`config.mk`:
```
export PLATFORM = sky130hd
export DESIGN_NAME = mdp_cell
export DESIGN_NICKNAME = d
export VERILOG_FILES = /design/src/rtl/mdp_pkg.sv /design/src/rtl/mdp_cell.sv
export SDC_FILE = /design/constraint.sdc
export NUM_CORES = 1
export LEC_CHECK = 0
export ABC_AREA = 1
export BUFFER_PORTS_ARGS = -buffer_cell sky130_fd_sc_hd__buf_2
export CORE_MARGIN = 4
export CORE_UTILIZATION = 47
export CTS_CLUSTER_SIZE = 12
export DETAILED_ROUTE_END_ITERATION = 8
export PLACE_DENSITY = 0.85
export SLEW_MARGIN = 10
export SYNTH_ARGS = -nofsm -noshare
export SYNTH_HDL_FRONTEND = slang
export SYNTH_SLANG_ARGS = --single-unit
```
`constraint.sdc`:
```
create_clock -name aclk -period 5.92 [get_ports aclk]
set_clock_uncertainty 0.2 [all_clocks]
set_input_delay 1.184 -clock aclk [delete_from_list [all_inputs] [get_ports aclk]]
set_output_delay 1.184 -clock aclk [all_outputs]
set_load 0.01 [all_outputs]
```
`src/rtl/mdp_pkg.sv`:
```
package mdp_pkg;

    localparam int CHAR_W    = 8;
    localparam int MIN_LEN_W = 11;
    localparam int COUNT_W   = 11;
    localparam logic [COUNT_W-1:0] COUNT_MAX = '1;

    // Broadcast strobes from the controller to every cell
    typedef struct packed {
        logic upd;    // a new byte is being taken at pos
        logic start;  // launch the scan token at cell pos
        logic clr;    // end of string: drop all palindrome bits
        logic wr;     // scan done: store prefix count in cell pos+1
    } ctl_t;

    typedef enum logic [1:0] {
        ST_IDLE,
        ST_SCAN,
        ST_FIN
    } state_t;

endpackage

```
`src/rtl/mdp_cell.sv`:
```
module mdp_cell #(
    parameter int IDX = 0,
    parameter int PW  = 11,
    parameter int CW  = 11
) (
    input  logic                                  aclk,
    input  logic                                  aresetn,
    input  mdp_pkg::ctl_t                         ctl,
    input  logic [PW-1:0]                         pos,
    input  logic [mdp_pkg::MIN_LEN_W-1:0]         min_len,
    input  logic [mdp_pkg::CHAR_W-1:0]           ch,
    input  logic [PW-1:0]                         wdata,
    // neighbor at the next higher index
    input  logic                                  nb_pal,
    input  logic                                  nb_tok,
    input  logic [PW-1:0]                         nb_max,
    input  logic [PW-1:0]                         nb_len,
    output logic                                  pal,
    output logic                                  tok,
    output logic [PW-1:0]                         best,
    output logic [PW-1:0]                         len
);
    import mdp_pkg::*;

    logic [CHAR_W-1:0] char_reg;
    logic              pal_reg,  pal_next;
    logic [PW-1:0]     pfx_reg;
    logic              tok_reg,  tok_next;
    logic [PW-1:0]     max_reg,  max_next;
    logic [PW-1:0]     len_reg,  len_next;

    logic          at_pos, below_pos, next_is_pos, wr_here, start_here;
    logic [PW-1:0] in_max, in_len, cand;
    logic          qual;

    assign at_pos      = (pos == PW'(IDX));
    assign below_pos   = (PW'(IDX) < pos) && (IDX < (1 << PW));
    assign next_is_pos = (pos == PW'(IDX + 1));
    assign wr_here     = ctl.wr && (IDX != 0) && (pos == PW'(IDX - 1));
    assign start_here  = ctl.start && at_pos;

    // palindrome bit: extend j+1..p-1 by one matching pair
    always_comb begin
        pal_next = pal_reg;
        if (ctl.clr) begin
            pal_next = 1'b0;
        end else if (ctl.upd && below_pos) begin
            pal_next = (char_reg == ch) && (next_is_pos || nb_pal);
        end else if (ctl.upd && at_pos) begin
            pal_next = 1'b1;
        end
    end

    // scan token: running max walks from cell p down to cell 0
    always_comb begin
        if (start_here) begin
            in_max = pfx_reg;
            in_len = PW'(1);
        end else begin
            in_max = nb_max;
            in_len = nb_len + PW'(1);
        end
        cand     = pfx_reg + PW'(1);
        qual     = pal_reg && (CW'(in_len) >= CW'(min_len));
        tok_next = start_here || nb_tok;
        max_next = (qual && (cand > in_max)) ? cand : in_max;
        len_next = in_len;
    end

    always_ff @(posedge aclk) begin
        if (!aresetn) begin
            pal_reg <= 1'b0;
            tok_reg <= 1'b0;
            pfx_reg <= '0;
        end else begin
            pal_reg <= pal_next;
            tok_reg <= tok_next;
            if (wr_here) begin
                pfx_reg <= wdata;
            end
        end
    end

    // payload
    always_ff @(posedge aclk) begin
        if (ctl.upd && at_pos) begin
            char_reg <= ch;
        end
        max_reg <= max_next;
        len_reg <= len_next;
    end

    assign pal  = pal_reg;
    assign tok  = tok_reg;
    assign best = max_reg;
    assign len  = len_reg;

endmodule
```
==> results of run 1 <==
## kinds of logic (layout without fill, tap and decap cells)
kind of cell | Yosys count | after routing | share of synthesized area, %
xor gates and xnor gates | 4 | 4 | 2.107
adders and majority gates | 12 | 12 | 9.029
DFF | 32 | 32 | 43.34
AOI/OAI and AO/OA | 26 | 26 | 8.653
buffers and inverters | 48 | 136 | 11.74
and+or+nand+nor | 91 | 91 | 25.13
## Yosys cell counts (all sizes together)
cell / number
ha: 12
xnor2: 1
and2: 1
or2: 2
a21oi: 11
a21o: 1
nand2: 49
dfxtp: 24
nor3: 7
o21ai: 8
o21a: 1
buf: 2
a31oi: 1
edfxtp: 8
o211ai: 2
xor2: 3
nor2: 21
nand3: 10
o22ai: 2
nor3b: 1
inv: 46
## stage by stage
| stage | util, % | setup slack (ns) | std cells |
|---|---|---|---|
| 3_5_place_dp | 62.20 | 2.333 | 339 |
| 5_1_grt | 64.41 | 2.390 | 347 |
| 3_3_place_gp | 62.20 | 2.366 | 339 |
| 2_1_floorplan | - | 2.806 | 213 |
| 6_report | 64.41 | 2.637 | 347 |
| 4_1_cts | 64.41 | 2.677 | 347 |
## cell type report
cell class                 instances  area share (%)
inverter                          46           7.908
timing repair buffer              82           18.80
clock buffer                       6           2.865
tap                               46           2.636
multi-input combinational        133           34.21
sequential                        32           33.01
clock inverter                     2          0.5731
## power groups by stage
stage / Clock, mW / Combinational (mW) / Sequential, mW
2_1_floorplan: 0 / 0.0356 / 0.246
3_3_place_gp: 0 / 0.0777 / 0.240
3_5_place_dp: 0 / 0.0799 / 0.240
4_1_cts: 0.150 / 0.0805 / 0.235
5_1_grt: 0.159 / 0.0910 / 0.236
6_report: 0.146 / 0.0796 / 0.235
## final timing paths
| path | startpoint | endpoint | slack, ns | depth (start not counted) |
|---|---|---|---|---|
| setup reg to reg | char_reg[1] | pal | 4.65 | 7 |
| hold / removal | pal | pal | 0.42 | 4 |
| setup / recovery | nb_len[0] | best[0] | 2.64 | 17 |
| hold reg to reg | pal | pal | 0.42 | 4 |
## metal layers
metal / vias to the layer above / global-route usage (%)
met4: 0 / 3.797
li1: 841 / -
met1: 675 / 16.56
met5: - / 0
met2: 62 / 29.53
met3: 4 / 6.156
## critical path, stage by stage
cell,delay [ns]
buf_2,0.14
ha_1,0.17
nand2_1,0.10
nor2_1,0.24
nand3_1,0.13
nor2_1,0.13
o21ai_0,0.08
a21oi_1,0.18
ha_1,0.28
a21oi_1,0.20
o211ai_1,0.13
nand2_1,0.09
inv_1,0.04
nand3_1,0.07
nor2_1,0.04
nand2_1,0.04
nand2_1,0.04
==> results.sh, run 1 <==
export IMPL_numCtsBuffers=5
export IMPL_final_area_um2=2183
export IMPL_yosysUniqueCellTypes=27
export IMPL_grt_pass1_vias=1415
export IMPL_initial_core_util_pct=49.06
export IMPL_ir_drop_uv=138.5
export IMPL_synth_seq_cells=32
export IMPL_num_io_pins=95
export IMPL_post_cts_setup_buffers=0
export IMPL_fmax_mhz=304.6
export IMPL_nets=383
export IMPL_hp_class="flop to flop"
export IMPL_rows=21
export IMPL_area_delta_synth_final_pct=31.30
export IMPL_clkLatencyLatePin_ns=0.31
export IMPL_n_antenna_cell=0
export IMPL_synth_area_leaders="dfxtp_1 29%, edfxtp_1 14%, nand2_1 11%, inv_1 9.7%, ha_1 9.0%"
export IMPL_cts_sinks=32
export IMPL_wl_met1_mm=1.462
export IMPL_clock_path_buffers=2
export IMPL_antenna_found_initial=0
export IMPL_synth_top_area_share_pct=28.89
export IMPL_grt_ovfl_total=0
export IMPL_gp_congestion=0.8031
export IMPL_ant_nets=0
export IMPL_slew_headroom_pct=56.60
export IMPL_syn_nets=296
export IMPL_yosys_area_top_type="dfxtp_1"
export IMPL_setup_violations=0
export IMPL_comb_power_share_pct=17.3
export IMPL_multi_input_area_um2=747.0
export IMPL_critPathArrivalTime_ns=3.30
export IMPL_cts_resized_gates=0
export IMPL_final_common_cell="buf_2"
export IMPL_placed_area_um2=2108
export IMPL_synth_cells=213
export IMPL_power_density_nw_per_um2=210.8
export IMPL_core_area_um2=3390
export IMPL_period_minus_slack_ns=3.283
export IMPL_vias=1582
export IMPL_num_fill_cells=292
export IMPL_first_iter_violations=68
export IMPL_maxSlewViolCount=0
export IMPL_drt_first_pass_iters=4
export IMPL_grt_pass1_wl_mm=5.471
export IMPL_path_class="input pin to flop"
export IMPL_power_total_mw=0.4602
export IMPL_rsz0062_at_grt="no"
export IMPL_hold_viol=0
export IMPL_drcViolationCount=0
export IMPL_dieArea_um2=4554
export IMPL_met2RoutedLength_mm=1.810
export IMPL_worst_path_max_fanout=5
export IMPL_intPower_mw=0.3414
export IMPL_routed_wl_mm=3.615
export IMPL_seqCellArea_um2=720.7
export IMPL_worstSetupStartpointType="input pin"
export IMPL_htree_num_levels=2
export IMPL_cts_tree="yes"
export IMPL_p_sw_share_pct=25.80
export IMPL_clk_pin_slew_ns=0.10
export IMPL_finalCritPeriodShare_pct=55.46
export IMPL_holdBufCountCts=0
export IMPL_clockPowerShare_pct=31.6
export IMPL_end_kind="flop"
export IMPL_ys_warn_count=0
export IMPL_dp_hpwl_mm=2.965
export IMPL_grt_max_degree=26
export IMPL_die_x_um=67.48
export IMPL_wl_met3_um=319
export IMPL_p_seq_share_pct=51.1
export IMPL_die_y_um=67.48
export IMPL_synth_avg_cell_area_um2=7.807
export IMPL_io_buffers=82
export IMPL_syn_cell_area_um2=1663
export IMPL_viasPerCell=4.559
export IMPL_maxCapViolations=0
export IMPL_critical_path_required_ns=5.94
export IMPL_status="complete, no violations"
export IMPL_final_setup_tns_ns=0
export IMPL_tightest_slew_ns=0.6487
export IMPL_final_cell_mix="82 x buf_2, 48 x nand2_1, 43 x inv_1"
export IMPL_drive_gt1_share_pct=33.55
export IMPL_p_sw_mw=0.1187
export IMPL_post_drt_wl_per_cell_um=10.42
export IMPL_grtUsageTotal_pct=15.88
export IMPL_ys_seq_area_share_pct=43.34
export IMPL_p_leak_nw=1.244
export IMPL_cts_root_buf="clkbuf_4"
export IMPL_whs_ns=0.4193
export IMPL_top_layer_used="met4"
Note: power is estimated with default switching activity, not from simulation.
==> run 2, diff against run 1 <==
--- a/config.mk
+++ b/config.mk
@@ -8,10 +8,10 @@
 export ABC_AREA = 1
 export BUFFER_PORTS_ARGS = -buffer_cell sky130_fd_sc_hd__buf_2
 export CORE_MARGIN = 4
-export CORE_UTILIZATION = 47
+export CORE_UTILIZATION = 39
 export CTS_CLUSTER_SIZE = 12
 export DETAILED_ROUTE_END_ITERATION = 8
-export PLACE_DENSITY = 0.85
+export PLACE_DENSITY = 0.75
 export SLEW_MARGIN = 10
 export SYNTH_ARGS = -nofsm -noshare
 export SYNTH_HDL_FRONTEND = slang
==> constraint.sdc (replaced) <==
create_clock -name aclk -period 2.9 [get_ports aclk]
set_clock_uncertainty 0.2 [all_clocks]
set_input_delay 0.58 -clock aclk [delete_from_list [all_inputs] [get_ports aclk]]
set_output_delay 0.58 -clock aclk [all_outputs]
set_load 0.01 [all_outputs]
==> results.sh, run 2 (synthesized netlist as in run 1, its figures left out) <==
export IMPL_grt_pass1_vias=1564
export IMPL_seqCellArea_um2=720.7
export IMPL_status="complete, no violations"
export IMPL_timing_rr_end="pal"
export IMPL_rsz0062_at_grt="no"
export IMPL_worst_path_max_fanout=3
export IMPL_num_fill_cells=409
export IMPL_hold_path_endpoint="best[3]"
export IMPL_n_antenna_cell=0
export IMPL_gp_congestion=0.7840
export IMPL_post_drt_wl_per_cell_um=11.05
export IMPL_cts_resized_gates=0
export IMPL_core_area_um2=4058
export IMPL_placed_area_um2=2136
export IMPL_period_minus_slack_ns=2.580
export IMPL_final_area_um2=2243
export IMPL_die_y_um=73.30
export IMPL_drt_first_pass_iters=4
export IMPL_vias=1616
export IMPL_clkLatencyLatePin_ns=0.28
export IMPL_cts_sinks=32
export IMPL_min_from="nb_max[3]"
export IMPL_numCtsBuffers=5
export IMPL_hp_class="input pin to flop"
export IMPL_grtUsageTotal_pct=14.94
export IMPL_drcViolationCount=0
export IMPL_grt_max_degree=17
export IMPL_grt_pass1_wl_mm=6.154
export IMPL_post_cts_setup_buffers=0
export IMPL_nets=386
export IMPL_hold_path_depth=3
export IMPL_tightest_slew_ns=0.6329
export IMPL_dieArea_um2=5372
export IMPL_holdBufCountCts=0
export IMPL_power_total_mw=1.067
export IMPL_area_delta_synth_final_pct=34.91
export IMPL_initial_core_util_pct=40.98
export IMPL_clock_path_buffers=2
export IMPL_first_iter_violations=56
export IMPL_num_io_pins=95
export IMPL_final_common_cell="buf_2"
export IMPL_io_buffers=82
export IMPL_r2r_setup_slack_ns=1.67
export IMPL_dp_hpwl_mm=3.308
export IMPL_critical_path_required_ns=2.88
export IMPL_final_cell_mix="82 x buf_2, 48 x nand2_1, 43 x inv_1"
export IMPL_ant_nets=0
export IMPL_p_sw_share_pct=24.23
export IMPL_grt_ovfl_total=0
export IMPL_antenna_found_initial=0
export IMPL_cts_root_buf="clkbuf_8"
export IMPL_die_x_um=73.30
export IMPL_intPower_mw=0.8086
export IMPL_r2r_start="char_reg[7]"
export IMPL_drive_gt1_share_pct=33.88
export IMPL_maxCapViolations=0
export IMPL_p_leak_nw=1.274
export IMPL_fmax_mhz=387.6
export IMPL_final_setup_tns_ns=0
export IMPL_finalCritPeriodShare_pct=88.97
export IMPL_power_density_nw_per_um2=475.7
export IMPL_p_sw_mw=0.2585
export IMPL_r2r_cells=6
export IMPL_slew_headroom_pct=57.65
export IMPL_hold_viol=0
export IMPL_setup_violations=0
export IMPL_path_class="input pin to flop"
export IMPL_rows=23
export IMPL_clockPowerShare_pct=39.6
export IMPL_worstSetupStartpointType="input pin"
export IMPL_comb_power_share_pct=15.4
export IMPL_multi_input_area_um2=747.0
export IMPL_clk_pin_slew_ns=0.07
export IMPL_critPathArrivalTime_ns=2.56
export IMPL_maxSlewViolCount=0
export IMPL_cts_tree="yes"
export IMPL_htree_num_levels=2
export IMPL_end_kind="flop"
export IMPL_p_seq_share_pct=45.0
export IMPL_ir_drop_uv=199.9
export IMPL_routed_wl_mm=3.911
export IMPL_viasPerCell=4.565
-- run 2: worst max-delay path by stage --
stage / start / endpoint / slack [ns] / cells after the start
floorplan: nb_len[0] / best[0] / 0.39 / 16
global placement: nb_len[0] / best[0] / 0.08 / 17
detailed placement: nb_len[0] / best[0] / 0.03 / 17
CTS: nb_len[0] / best[0] / 0.33 / 17
global route: nb_len[1] / best[0] / 0.04 / 17
finish: nb_len[0] / best[0] / 0.32 / 17
-- run 2: cell type report --
cell class                 count  share of cell area (%)
clock inverter                 2                   1.562
multi-input combinational    133                   33.30
inverter                      46                   7.697
clock buffer                   6                   3.235
tap                           50                   2.789
timing repair buffer          85                   19.30
sequential                    32                   32.12
-- run 2: power by group through the flow --
stage | registers [mW] | logic, mW | clock network (mW)
6_report | 0.480 | 0.165 | 0.423
5_1_grt | 0.481 | 0.188 | 0.459
4_1_cts | 0.480 | 0.168 | 0.434
3_5_place_dp | 0.490 | 0.167 | 0
3_3_place_gp | 0.490 | 0.161 | 0
2_1_floorplan | 0.501 | 0.0727 | 0
-- run 2: metrics by stage --
step,util [%],cells,setup slack [ns],hold WS [ns]
2_1_floorplan,-,213,0.3899,0.3931
3_3_place_gp,52.64,346,0.07747,0.3851
3_5_place_dp,52.64,346,0.03335,0.4159
4_1_cts,55.29,354,0.3279,0.2779
5_1_grt,55.29,354,0.03785,0.2748
6_report,55.29,354,0.3199,0.2891
-- run 2: metal layers --
| metal | global-route usage, % | wire length, µm | share of wire [%] | up-vias |
|---|---|---|---|---|
| met5 | 0 | 0 | 0 | - |
| met4 | 5.634 | 17 | 0.43 | 0 |
| met3 | 6.156 | 368 | 9.4 | 2 |
| met2 | 27.21 | 1979 | 51 | 56 |
| met1 | 15.10 | 1546 | 40 | 715 |
| li1 | - | - | - | 843 |
-- run 2: worst max-delay path, stage by stage --
cell and delay (ns):
buf_2 0.10, ha_1 0.16, nand2_1 0.09, nor2_1 0.15, nand3_1 0.12, nor2_1 0.13
o21ai_0 0.08, a21oi_1 0.18, ha_1 0.29, a21oi_1 0.21, o211ai_1 0.14, nand2_1 0.10
inv_1 0.04, nand3_1 0.07, nor2_1 0.04, nand2_1 0.04, nand2_1 0.04
==> run 3, diff against run 2 <==
--- a/config.mk
+++ b/config.mk
@@ -7,7 +7,7 @@
 export LEC_CHECK = 0
 export ABC_AREA = 1
 export BUFFER_PORTS_ARGS = -buffer_cell sky130_fd_sc_hd__buf_2
-export CORE_MARGIN = 4
+export CORE_MARGIN = 3
 export CORE_UTILIZATION = 39
 export CTS_CLUSTER_SIZE = 12
 export DETAILED_ROUTE_END_ITERATION = 8
==> results.sh, run 3 (synthesized netlist as in run 1, its figures left out) <==
export IMPL_clk_pin_slew_ns=0.07
export IMPL_vias=1601
export IMPL_finalCritPeriodShare_pct=89.24
export IMPL_power_density_nw_per_um2=459.3
export IMPL_dieArea_um2=5083
export IMPL_grt_pass1_vias=1573
export IMPL_maxCapViolations=0
export IMPL_rows=23
export IMPL_hold_viol=0
export IMPL_r2r_cells=7
export IMPL_path_cells="buf_2 > ha_1 > nand2_1 > nor2_1 > nand3_1 > nor2_1 > o21ai_0 > a21oi_2 > ha_1 > a21oi_1 > o211ai_1 > nand2_1 > inv_1 > nand3_1 > nor2_1 > nand2_1 > nand2_1"
export IMPL_ir_drop_uv=216.8
export IMPL_utilization_pct=55.35
export IMPL_die_x_um=71.30
export IMPL_grtUsageMet1_pct=17.68
export IMPL_worstSetupStartpointType="input pin"
export IMPL_critical_path_required_ns=2.88
export IMPL_end_kind="flop"
export IMPL_dp_hpwl_mm=3.201
export IMPL_clkLatencyLatePin_ns=0.28
export IMPL_period_minus_slack_ns=2.588
export IMPL_rsz0062_at_grt="no"
export IMPL_worst_path_max_fanout=3
export IMPL_final_cell_mix="82 x buf_2, 48 x nand2_1, 43 x inv_1"
export IMPL_min_from="nb_max[3]"
export IMPL_multi_input_area_um2=750.7
export IMPL_cpMostUsedCell="nand2_1"
export IMPL_area_delta_synth_final_pct=35.06
export IMPL_gp_congestion=0.8229
export IMPL_r2r_setup_slack_ns=1.63
export IMPL_dp_cells=346
export IMPL_status="complete, no violations"
export IMPL_critPathTopFamily="simple AND/OR/NAND/NOR gates"
export IMPL_p_leak_nw=1.271
export IMPL_maxSlewViolCount=0
export IMPL_critPathArrivalTime_ns=2.57
export IMPL_drive_gt1_share_pct=34.54
export IMPL_drt_first_pass_iters=4
export IMPL_first_iter_violations=61
export IMPL_post_cts_setup_buffers=0
export IMPL_grtUsageTotal_pct=15.96
export IMPL_grt_pass1_wl_mm=6.486
export IMPL_antenna_found_initial=0
export IMPL_setup_violations=0
export IMPL_die_y_um=71.30
export IMPL_seqCellArea_um2=720.7
export IMPL_critPathMaxStageDelay_ns=0.27
export IMPL_cts_sinks=32
export IMPL_routed_wl_mm=3.810
export IMPL_ant_nets=0
export IMPL_worst_path_buf_inv=2
export IMPL_htree_num_levels=2
export IMPL_crit_slowest_cell="ha_1"
export IMPL_grtUsageMet3_pct=4.488
export IMPL_hold_path_endpoint="best[3]"
export IMPL_final_setup_tns_ns=0
export IMPL_cts_root_buf="clkbuf_8"
export IMPL_final_cells=354
export IMPL_grt_max_degree=17
export IMPL_fmax_mhz=386.4
export IMPL_hp_class="input pin to flop"
export IMPL_grt_ovfl_total=0
export IMPL_num_io_pins=95
export IMPL_timing_rr_end="pal"
export IMPL_core_area_um2=4058
export IMPL_grtUsageMet2_pct=28.78
export IMPL_hold_path_depth=3
export IMPL_drcViolationCount=0
export IMPL_initial_core_util_pct=40.98
export IMPL_io_buffers=82
export IMPL_slew_headroom_pct=58.31
export IMPL_path_class="input pin to flop"
export IMPL_clock_path_buffers=2
export IMPL_final_common_cell="buf_2"
export IMPL_cts_tree="yes"
export IMPL_r2r_start="char_reg[1]"
export IMPL_post_drt_wl_per_cell_um=10.76
export IMPL_nets=386
export IMPL_n_antenna_cell=0
export IMPL_num_fill_cells=390
export IMPL_tightest_slew_ns=0.6231
export IMPL_numCtsBuffers=5
export IMPL_grt_busiest_layer="met2"
export IMPL_viasPerCell=4.523
==> run 3: area by class of cell <==
class                   instances  area share [%]
multi-input cells             133           33.43
flip-flops and latches         32           32.09
repair buffers                 85           19.28
inverters                      46           7.688
clock buffers                   6           4.178
well taps                      50           2.786
clock inverters                 2          0.5571
==> run 3: metrics by stage <==
stage / instance area (µm²) / hold WS, ns / total power, mW / worst slack (ns)
detailed placement: 2136 / 0.3754 / 0.6561 / 0.04207
floorplan: 1663 / 0.3931 / 0.5741 / 0.3899
global route: 2246 / 0.2826 / 1.096 / 0.001206
finish: 2246 / 0.2902 / 1.031 / 0.3119
global placement: 2136 / 0.3849 / 0.6507 / 0.09895
CTS: 2242 / 0.2783 / 1.050 / 0.3402
==> run 3: tightest hold or removal path: stages <==
cell     delay, ns
buf_2         0.09
nand2_1       0.04
inv_1         0.04
==> run 3: power by group <==
group          total (mW)  switching (mW)  leakage, nW  internal [mW]
sequential          0.480         0.00372        0.274          0.476
clock               0.386           0.167       0.0523          0.219
combinational       0.165          0.0877        0.945         0.0777
==> run 3: how the worst max path moves through the flow <==
stage	from	end	slack [ns]	cells after the start
4_1_cts	nb_len[0]	best[0]	0.34	17
3_3_place_gp	nb_len[0]	best[0]	0.1	17
2_1_floorplan	nb_len[0]	best[0]	0.39	16
3_5_place_dp	nb_len[0]	best[0]	0.04	17
6_report	nb_len[0]	best[0]	0.31	17
5_1_grt	nb_len[0]	best[0]	0.001	15
==> run 3: repair_timing <==
action / CTS / global route
endpoints found under the setup margin: 0 / 1
endpoints found under the hold margin: 0 / 0
gates resized for setup: 0 / 1
hold buffers: 0 / 0
==> run 3: routing by layer <==
layer | up-vias | wire (µm)
met5 | - | 0
met4 | 0 | 41
met3 | 6 | 253
met2 | 51 | 1914
met1 | 698 | 1600
li1 | 846 | -
